--- src/sv/bls_pkg.sv ---
// Package: shared constants, types and the control-store program of the line stepper.
package bls_pkg;

    // Coordinate width; the tile is 2**COORD_BITS pixels square.
    localparam int COORD_BITS  = 6;
    localparam int COLOUR_BITS = 24;
    // Error term width: holds sums of a few doubled coordinate deltas.
    localparam int D_BITS      = COORD_BITS + 4;
    localparam int PC_BITS     = 2;

    typedef logic        [COORD_BITS-1:0]  t_coord;
    typedef logic signed [COORD_BITS:0]    t_delta;
    typedef logic signed [D_BITS-1:0]      t_err;
    typedef logic        [COLOUR_BITS-1:0] t_colour;
    typedef logic        [PC_BITS-1:0]     t_pc;

    // Datapath operations.
    localparam logic [1:0] OP_NOP   = 2'd0;
    localparam logic [1:0] OP_LOAD  = 2'd1;
    localparam logic [1:0] OP_SETUP = 2'd2;
    localparam logic [1:0] OP_STEP  = 2'd3;

    // Jump conditions.
    localparam logic [1:0] COND_NEXT   = 2'd0;  // fall through to pc + 1
    localparam logic [1:0] COND_ALWAYS = 2'd1;
    localparam logic [1:0] COND_MORE   = 2'd2;  // jump while pixels remain

    // Octant cases.
    localparam logic [1:0] MODE_STEEP_UP     = 2'd0;
    localparam logic [1:0] MODE_SHALLOW_UP   = 2'd1;
    localparam logic [1:0] MODE_SHALLOW_DOWN = 2'd2;
    localparam logic [1:0] MODE_STEEP_DOWN   = 2'd3;

    // Program addresses.
    localparam t_pc PC_FETCH = 2'd0;
    localparam t_pc PC_SETUP = 2'd1;
    localparam t_pc PC_EMIT  = 2'd2;
    localparam t_pc PC_DONE  = 2'd3;

    typedef struct packed {
        logic       take;    // ready on the request channel
        logic       emit;    // valid on the pixel channel
        logic [1:0] op;
        logic [1:0] cond;
        t_pc        target;
    } t_uword;

    // Control to the datapath.
    typedef struct packed {
        logic [1:0] op;
        logic       adv;     // the current word completes this cycle
    } t_ctrl;

    // Status back to the sequencer.
    typedef struct packed {
        logic in_valid;
        logic out_ready;
        logic last;
    } t_stat;

    function automatic t_uword rom_word(input t_pc pc);
        t_uword w;
        w = '0;
        unique case (pc)
            PC_FETCH: begin
                w.take = 1'b1; w.op = OP_LOAD;  w.cond = COND_NEXT;   w.target = PC_FETCH;
            end
            PC_SETUP: begin
                w.op = OP_SETUP; w.cond = COND_NEXT;   w.target = PC_FETCH;
            end
            PC_EMIT: begin
                w.emit = 1'b1; w.op = OP_STEP; w.cond = COND_MORE; w.target = PC_EMIT;
            end
            PC_DONE: begin
                w.op = OP_NOP;   w.cond = COND_ALWAYS; w.target = PC_FETCH;
            end
            default: w = '0;
        endcase
        return w;
    endfunction

endpackage

--- src/sv/bls_ifs.sv ---
// Interfaces: line request channel and pixel channel.
interface bls_req_if;
    logic               valid;
    logic               ready;
    bls_pkg::t_coord    start_x;
    bls_pkg::t_coord    start_y;
    bls_pkg::t_coord    end_x;
    bls_pkg::t_coord    end_y;
    bls_pkg::t_colour   pixel_colour;

    modport source (output valid, start_x, start_y, end_x, end_y, pixel_colour,
                    input ready);
    modport sink   (input valid, start_x, start_y, end_x, end_y, pixel_colour,
                    output ready);
endinterface

interface bls_pix_if;
    logic               valid;
    logic               ready;
    bls_pkg::t_coord    pixel_x;
    bls_pkg::t_coord    pixel_y;
    bls_pkg::t_colour   out_colour;
    logic               last_pixel;

    modport source (output valid, pixel_x, pixel_y, out_colour, last_pixel,
                    input ready);
    modport sink   (input valid, pixel_x, pixel_y, out_colour, last_pixel,
                    output ready);
endinterface

--- src/sv/bls_useq.sv ---
// Microsequencer: program counter, control store and jump logic.
module bls_useq (
    input  logic             i_clk,
    input  logic             i_rst_n,
    input  bls_pkg::t_stat   i_stat,
    output bls_pkg::t_uword  o_word,
    output bls_pkg::t_ctrl   o_ctrl
);

    bls_pkg::t_pc    r_pc;
    bls_pkg::t_pc    n_pc;
    bls_pkg::t_uword w;
    logic            stall;
    logic            jump;

    assign w = bls_pkg::rom_word(r_pc);

    always_comb begin
        stall = (w.take && !i_stat.in_valid) || (w.emit && !i_stat.out_ready);
        unique case (w.cond)
            bls_pkg::COND_ALWAYS: jump = 1'b1;
            bls_pkg::COND_MORE:   jump = !i_stat.last;
            default:              jump = 1'b0;
        endcase
        if (stall) begin
            n_pc = r_pc;
        end else if (jump) begin
            n_pc = w.target;
        end else begin
            n_pc = r_pc + bls_pkg::t_pc'(1);
        end
    end

    always_ff @(posedge i_clk) begin
        if (!i_rst_n) begin
            r_pc <= bls_pkg::PC_FETCH;
        end else begin
            r_pc <= n_pc;
        end
    end

    assign o_word     = w;
    assign o_ctrl.op  = w.op;
    assign o_ctrl.adv = !stall;

endmodule

--- src/sv/bls_datapath.sv ---
// Datapath: endpoint swap, octant setup, error term and pixel counters.
module bls_datapath (
    input  logic               i_clk,
    input  bls_pkg::t_ctrl     i_ctrl,
    input  bls_pkg::t_coord    i_x0,
    input  bls_pkg::t_coord    i_y0,
    input  bls_pkg::t_coord    i_x1,
    input  bls_pkg::t_coord    i_y1,
    input  bls_pkg::t_colour   i_colour,
    output bls_pkg::t_coord    o_x,
    output bls_pkg::t_coord    o_y,
    output bls_pkg::t_colour   o_colour,
    output logic               o_last
);

    localparam int CB = bls_pkg::COORD_BITS;

    bls_pkg::t_coord  r_x, r_y, r_dx, r_cnt;
    bls_pkg::t_delta  r_a;
    bls_pkg::t_err    r_d, r_inc_minor, r_inc_major;
    bls_pkg::t_colour r_colour;
    logic [1:0]       r_mode;

    bls_pkg::t_coord  lx0, ly0, lx1, ly1;
    bls_pkg::t_err    a_d, dx_d, na_d;
    logic             neg, pos, take_minor, x_major, y_up, step_x, step_y;

    // Swap so x never decreases.
    always_comb begin
        if (i_x0 > i_x1) begin
            lx0 = i_x1; ly0 = i_y1; lx1 = i_x0; ly1 = i_y0;
        end else begin
            lx0 = i_x0; ly0 = i_y0; lx1 = i_x1; ly1 = i_y1;
        end
    end

    always_comb begin
        a_d  = bls_pkg::t_err'(r_a);
        dx_d = bls_pkg::t_err'({1'b0, r_dx});
        na_d = -a_d;
        neg  = r_d[bls_pkg::D_BITS-1];
        pos  = !neg && (r_d != '0);
        take_minor = (r_mode == bls_pkg::MODE_STEEP_UP) ? neg : pos;
        x_major = (r_mode == bls_pkg::MODE_SHALLOW_UP) ||
                  (r_mode == bls_pkg::MODE_SHALLOW_DOWN);
        y_up    = (r_mode == bls_pkg::MODE_STEEP_UP) ||
                  (r_mode == bls_pkg::MODE_SHALLOW_UP);
        step_x  = x_major || take_minor;
        step_y  = !x_major || take_minor;
    end

    always_ff @(posedge i_clk) begin
        if (i_ctrl.adv) begin
            case (i_ctrl.op)
                bls_pkg::OP_LOAD: begin
                    r_x      <= lx0;
                    r_y      <= ly0;
                    r_dx     <= lx1 - lx0;
                    r_a      <= bls_pkg::t_delta'({1'b0, ly1}) -
                                bls_pkg::t_delta'({1'b0, ly0});
                    r_colour <= i_colour;
                end
                bls_pkg::OP_SETUP: begin
                    if (a_d > dx_d) begin
                        r_mode      <= bls_pkg::MODE_STEEP_UP;
                        r_d         <= a_d - (dx_d <<< 1);
                        r_inc_minor <= a_d <<< 1;
                        r_inc_major <= -(dx_d <<< 1);
                        r_cnt       <= r_a[CB-1:0];
                    end else if (a_d > bls_pkg::t_err'(0)) begin
                        r_mode      <= bls_pkg::MODE_SHALLOW_UP;
                        r_d         <= (a_d <<< 1) - dx_d;
                        r_inc_minor <= -(dx_d <<< 1);
                        r_inc_major <= a_d <<< 1;
                        r_cnt       <= r_dx;
                    end else if (na_d < dx_d) begin
                        r_mode      <= bls_pkg::MODE_SHALLOW_DOWN;
                        r_d         <= (na_d <<< 1) - dx_d;
                        r_inc_minor <= -(dx_d <<< 1);
                        r_inc_major <= na_d <<< 1;
                        r_cnt       <= r_dx;
                    end else begin
                        r_mode      <= bls_pkg::MODE_STEEP_DOWN;
                        r_d         <= a_d + (dx_d <<< 1);
                        r_inc_minor <= a_d <<< 1;
                        r_inc_major <= dx_d <<< 1;
                        r_cnt       <= na_d[CB-1:0];
                    end
                end
                bls_pkg::OP_STEP: begin
                    r_d <= r_d + (take_minor ? r_inc_minor : '0) + r_inc_major;
                    if (step_x) begin
                        r_x <= r_x + bls_pkg::t_coord'(1);
                    end
                    if (step_y) begin
                        r_y <= y_up ? r_y + bls_pkg::t_coord'(1)
                                    : r_y - bls_pkg::t_coord'(1);
                    end
                    r_cnt <= r_cnt - bls_pkg::t_coord'(1);
                end
                default: ;
            endcase
        end
    end

    assign o_x      = r_x;
    assign o_y      = r_y;
    assign o_colour = r_colour;
    assign o_last   = (r_cnt == '0);

endmodule

--- src/sv/bresenham_line_stepper.sv ---
// Top level of the line stepper: sequencer plus datapath behind two valid/ready channels.
// Usage:
//   i_req carries one line request per beat: start_x/start_y, end_x/end_y and a
//   24-bit colour. o_pix carries one pixel per beat, in drawing order, with
//   last_pixel set on the final pixel of the line.
//   A line of N pixels (N = max(|dx|, |dy|) + 1, at most 64) gives its first
//   pixel from the emit word, after the fetch word takes the request beat and
//   the setup word runs; then one pixel per cycle while the receiver is ready.
//   The request channel is ready again once the done word has run after the
//   last pixel beat. The steps come from the four-word control program: fetch,
//   setup, emit loop (one pixel per pass), done.
//   Reset parks the program counter at the fetch word and holds both handshake
//   lines low; nothing else needs clearing since each request stands alone.
//   When the receiver holds ready low the emit word stalls: the pixel and all
//   datapath state hold until the beat completes. Requests are not taken
//   while a line is in progress.
module bresenham_line_stepper (
    input  logic        i_clk,
    input  logic        i_rst_n,
    bls_req_if.sink     i_req,
    bls_pix_if.source   o_pix
);

    bls_pkg::t_uword w;
    bls_pkg::t_ctrl  ctrl;
    bls_pkg::t_stat  stat;
    logic            last;

    // Handshake status fed back into the stall logic, last-pixel status into the jump logic.
    assign stat.in_valid  = i_req.valid;
    assign stat.out_ready = o_pix.ready;
    assign stat.last      = last;

    bls_useq u_useq (
        .i_clk   (i_clk),
        .i_rst_n (i_rst_n),
        .i_stat  (stat),
        .o_word  (w),
        .o_ctrl  (ctrl)
    );

    bls_datapath u_dp (
        .i_clk    (i_clk),
        .i_ctrl   (ctrl),
        .i_x0     (i_req.start_x),
        .i_y0     (i_req.start_y),
        .i_x1     (i_req.end_x),
        .i_y1     (i_req.end_y),
        .i_colour (i_req.pixel_colour),
        .o_x      (o_pix.pixel_x),
        .o_y      (o_pix.pixel_y),
        .o_colour (o_pix.out_colour),
        .o_last   (last)
    );

    // Handshake lines come straight from the current control word; no beat in reset.
    assign i_req.ready      = w.take && i_rst_n;
    assign o_pix.valid      = w.emit && i_rst_n;
    assign o_pix.last_pixel = last;

endmodule
--- src/flat_wrapper.sv ---
// flat-port wrapper written by rule: the top's interface ports become plain ports
module bresenham_line_stepper_flat 
  (i_clk, i_rst_n, i_req_valid, i_req_start_x, i_req_start_y, i_req_end_x, i_req_end_y, i_req_pixel_colour, i_req_ready, o_pix_valid, o_pix_pixel_x, o_pix_pixel_y, o_pix_out_colour, o_pix_last_pixel, o_pix_ready);
  bls_req_if i_req_i ();
  bls_pix_if o_pix_i ();
  input  logic i_clk;
  input  logic i_rst_n;
  input wire logic [$bits(i_req_i.valid)-1:0] i_req_valid;
  input wire logic [$bits(i_req_i.start_x)-1:0] i_req_start_x;
  input wire logic [$bits(i_req_i.start_y)-1:0] i_req_start_y;
  input wire logic [$bits(i_req_i.end_x)-1:0] i_req_end_x;
  input wire logic [$bits(i_req_i.end_y)-1:0] i_req_end_y;
  input wire logic [$bits(i_req_i.pixel_colour)-1:0] i_req_pixel_colour;
  output wire logic [$bits(i_req_i.ready)-1:0] i_req_ready;
  output wire logic [$bits(o_pix_i.valid)-1:0] o_pix_valid;
  output wire logic [$bits(o_pix_i.pixel_x)-1:0] o_pix_pixel_x;
  output wire logic [$bits(o_pix_i.pixel_y)-1:0] o_pix_pixel_y;
  output wire logic [$bits(o_pix_i.out_colour)-1:0] o_pix_out_colour;
  output wire logic [$bits(o_pix_i.last_pixel)-1:0] o_pix_last_pixel;
  input wire logic [$bits(o_pix_i.ready)-1:0] o_pix_ready;
  assign i_req_i.valid = i_req_valid;
  assign i_req_i.start_x = i_req_start_x;
  assign i_req_i.start_y = i_req_start_y;
  assign i_req_i.end_x = i_req_end_x;
  assign i_req_i.end_y = i_req_end_y;
  assign i_req_i.pixel_colour = i_req_pixel_colour;
  assign i_req_ready = i_req_i.ready;
  assign o_pix_valid = o_pix_i.valid;
  assign o_pix_pixel_x = o_pix_i.pixel_x;
  assign o_pix_pixel_y = o_pix_i.pixel_y;
  assign o_pix_out_colour = o_pix_i.out_colour;
  assign o_pix_last_pixel = o_pix_i.last_pixel;
  assign o_pix_i.ready = o_pix_ready;
  bresenham_line_stepper u_core (.i_clk(i_clk), .i_rst_n(i_rst_n), .i_req(i_req_i), .o_pix(o_pix_i));
endmodule
--- config.mk ---
export PLATFORM = sky130hd
export DESIGN_NAME = bresenham_line_stepper_flat
export DESIGN_NICKNAME = d
export VERILOG_FILES = /design/src/sv/bls_pkg.sv /design/src/sv/bls_ifs.sv /design/src/sv/bls_useq.sv /design/src/sv/bls_datapath.sv /design/src/sv/bresenham_line_stepper.sv /design/src/flat_wrapper.sv
export SDC_FILE = /design/constraint.sdc
export NUM_CORES = 1
export LEC_CHECK = 0
export BUFFER_PORTS_ARGS = -buffer_cell sky130_fd_sc_hd__buf_2
export CELL_PAD_IN_SITES_DETAIL_PLACEMENT = 0
export CELL_PAD_IN_SITES_GLOBAL_PLACEMENT = 1
export CORE_ASPECT_RATIO = 0.7
export CORE_UTILIZATION = 46
export DETAILED_ROUTE_END_ITERATION = 16
export GPL_ROUTABILITY_DRIVEN = 1
export PLACE_DENSITY_LB_ADDON = 0.1
export SLEW_MARGIN = 20
export SYNTH_ARGS = -nofsm -noshare
export SYNTH_HDL_FRONTEND = slang
export SYNTH_HIERARCHICAL = 1
export SYNTH_SLANG_ARGS = --single-unit
--- constraint.sdc ---
create_clock -name i_clk -period 4.9 [get_ports i_clk]
set_input_delay 0.98 -clock i_clk [delete_from_list [all_inputs] [get_ports i_clk]]
set_output_delay 0.98 -clock i_clk [all_outputs]
set_load 0.1 [all_outputs]
==> out/metrics.cfg <==
[setup_path]
critPathLaunchType = flop
crit_fanout = 17
required_ns = 4.96
rr_worst_depth = 11
cp_slowest_cell = o211ai_2
setup.worst_path.end_class = flop
cp_top_family = compound AO/OA/AOI/OAI gates
slowest_delay_ns = 0.66
critPathKind = flop to flop
cp.arrival_ns = 4.55
crit_chain = inv_1, ha_1, or3b_4, xor2_1, ha_1, o21ai_0, a21oi_1, o211ai_2, nand2_1, a21oi_1, mux2i_1
rrSetupSlack_ns = 0.42
critical_path_cell_count = 11
path_buf_inv = 1

[floorplan]
io_pins = 91
dieArea_sq_mm = 0.0154
core_area_sq_mm = 0.0142
die_w_um = 148
die_h_um = 104
start_util_pct = 48.2
rows = 36

[route]
drc = 0
final_antenna_net_count = 0
first_pass_iters = 7
vias = 5643
via_per_inst = 5.76
wl_per_cell_um = 19.4
wirelength_um = 19000
drt_iter0_drc = 484

[final_layout]
drive_gt1_share_pct = 17.2
nFillCells = 1281
nNetsFinal = 912
layout_common_cells = buf_2 (90), edfxtp_1 (85), ha_1 (63)
syn2layout_area_growth_pct = 14.6
final_area_sq_mm = 0.00786
final_common_cell = buf_2
diodes = 0

[synth]
syn_nets = 825
syn-cell-area_sq_mm = 0.00686
syn_area_per_cell_sq_um = 9.84
netlist_instances = 697
yosys_warnings = 6

[clock_network]
cts.path.max_buffers = 2
tritoncts = yes
clk_pin_slew_worst_paths_ns = 0.07
cts-root-buf = clkbuf_16
numCtsBuffers = 9
cts_max_level = 3
clk_latency_ns = 0.34
postCtsSetupBuffers = 0
postCtsHoldBufs = 0
numClockSinks = 87
cts_resized = 0

[sta]
min_period_ns = 4.48
holdWs_ns = 0.545
max_freq_mhz = 223
rsz0062_at_grt = no
setup-tns-final_ns = 0
timing.final.hold_violations = 0
worst_pin_slew_ns = 1.09
fin_crit_sh_pct = 91.5
fin_skew_ns = 0.00660
finalSetupViolCount = 0
drv_slew = 0
relSlewSlack_pct = 27.1

[global_route]
grt_first_pass_wirelength_um = 29400
track_usage_pct = 25.3
grt_max_degree = 38
grt_antenna_before_repair = 0
gr-total-overflow = 0
grt_pass1_vias = 5306

[job]
cap_violations = 0

[place]
dpl_cell_area_sq_mm = 0.00755
hpwl_um = 15000
gp_congestion = 0.945
port_buffers = 90

[status]
status = complete, no violations

[min_path]
hold_class = flop to flop
whs_path_depth = 2

## per-layer routing
layer	part of all wire, %	wire length (um)	global-route usage, %	vias up
met3	9.2	1750	7.41	15
met5	0.26	49	2.67	-
met4	0.94	179	4.71	2
met2	41	7840	35.7	231
li1	-	-	-	2720
met1	48	9190	37.7	2675
## final cells by class
type / instances / area (sq um) / share of cell area, %
multi-input combinational: 533 / 3980 / 50.6
timing repair buffer: 101 / 546 / 6.94
clock inverter: 7 / 86.3 / 1.10
clock buffer: 9 / 225 / 2.87
sequential: 87 / 2590 / 33.0
inverter: 52 / 195 / 2.48
tap: 190 / 238 / 3.03
## final timing paths
| check | startpoint | endpoint |
|---|---|---|
| max | u_core/u_dp/r_a[1] | u_core/u_dp/r_cnt[0] |
| min reg2reg | u_core/u_useq/r_pc[1] | u_core/u_useq/r_pc[1] |
| min | u_core/u_useq/r_pc[1] | u_core/u_useq/r_pc[1] |
| max reg2reg | u_core/u_dp/r_a[1] | u_core/u_dp/r_cnt[0] |
## state kept, by name, indices dropped and copies added (netlist names)
| signal | flops |
|---|---|
| u_core/u_dp/o_colour | 24 |
| u_core/u_dp/r_d | 10 |
| u_core/u_dp/r_inc_major | 9 |
| u_core/u_dp/r_inc_minor | 9 |
| u_core/u_dp/r_a | 7 |
| u_core/u_dp/o_x | 6 |
| u_core/u_dp/o_y | 6 |
| u_core/u_dp/r_cnt | 6 |
| u_core/u_dp/r_dx | 6 |
| u_core/u_dp/r_mode | 2 |
| u_core/u_useq/r_pc | 2 |
## worst register-to-register path: cells and delay by family (launching register included)
kind	cells	cell delay [ns]
buffers and inverters	1	0.15
and+or+nand+nor	2	0.94
DFF	1	0.53
xor gates and xnor gates	1	0.32
adders and majority gates	2	0.62
AOI/OAI and AO/OA	4	1.49
muxes	1	0.15
## through the flow
step	utilization, %	std cells	setup WS (ns)
after detailed placement	53.0	963	0.518
after floorplan	-	697	0.804
after CTS	55.2	979	0.520
after global routing	55.2	979	0.216
after global placement	53.0	963	0.578
final	55.2	979	0.418
Power is not shown: default switching activity piles up to over one toggle a cycle in this logic, so the estimate is an artifact.
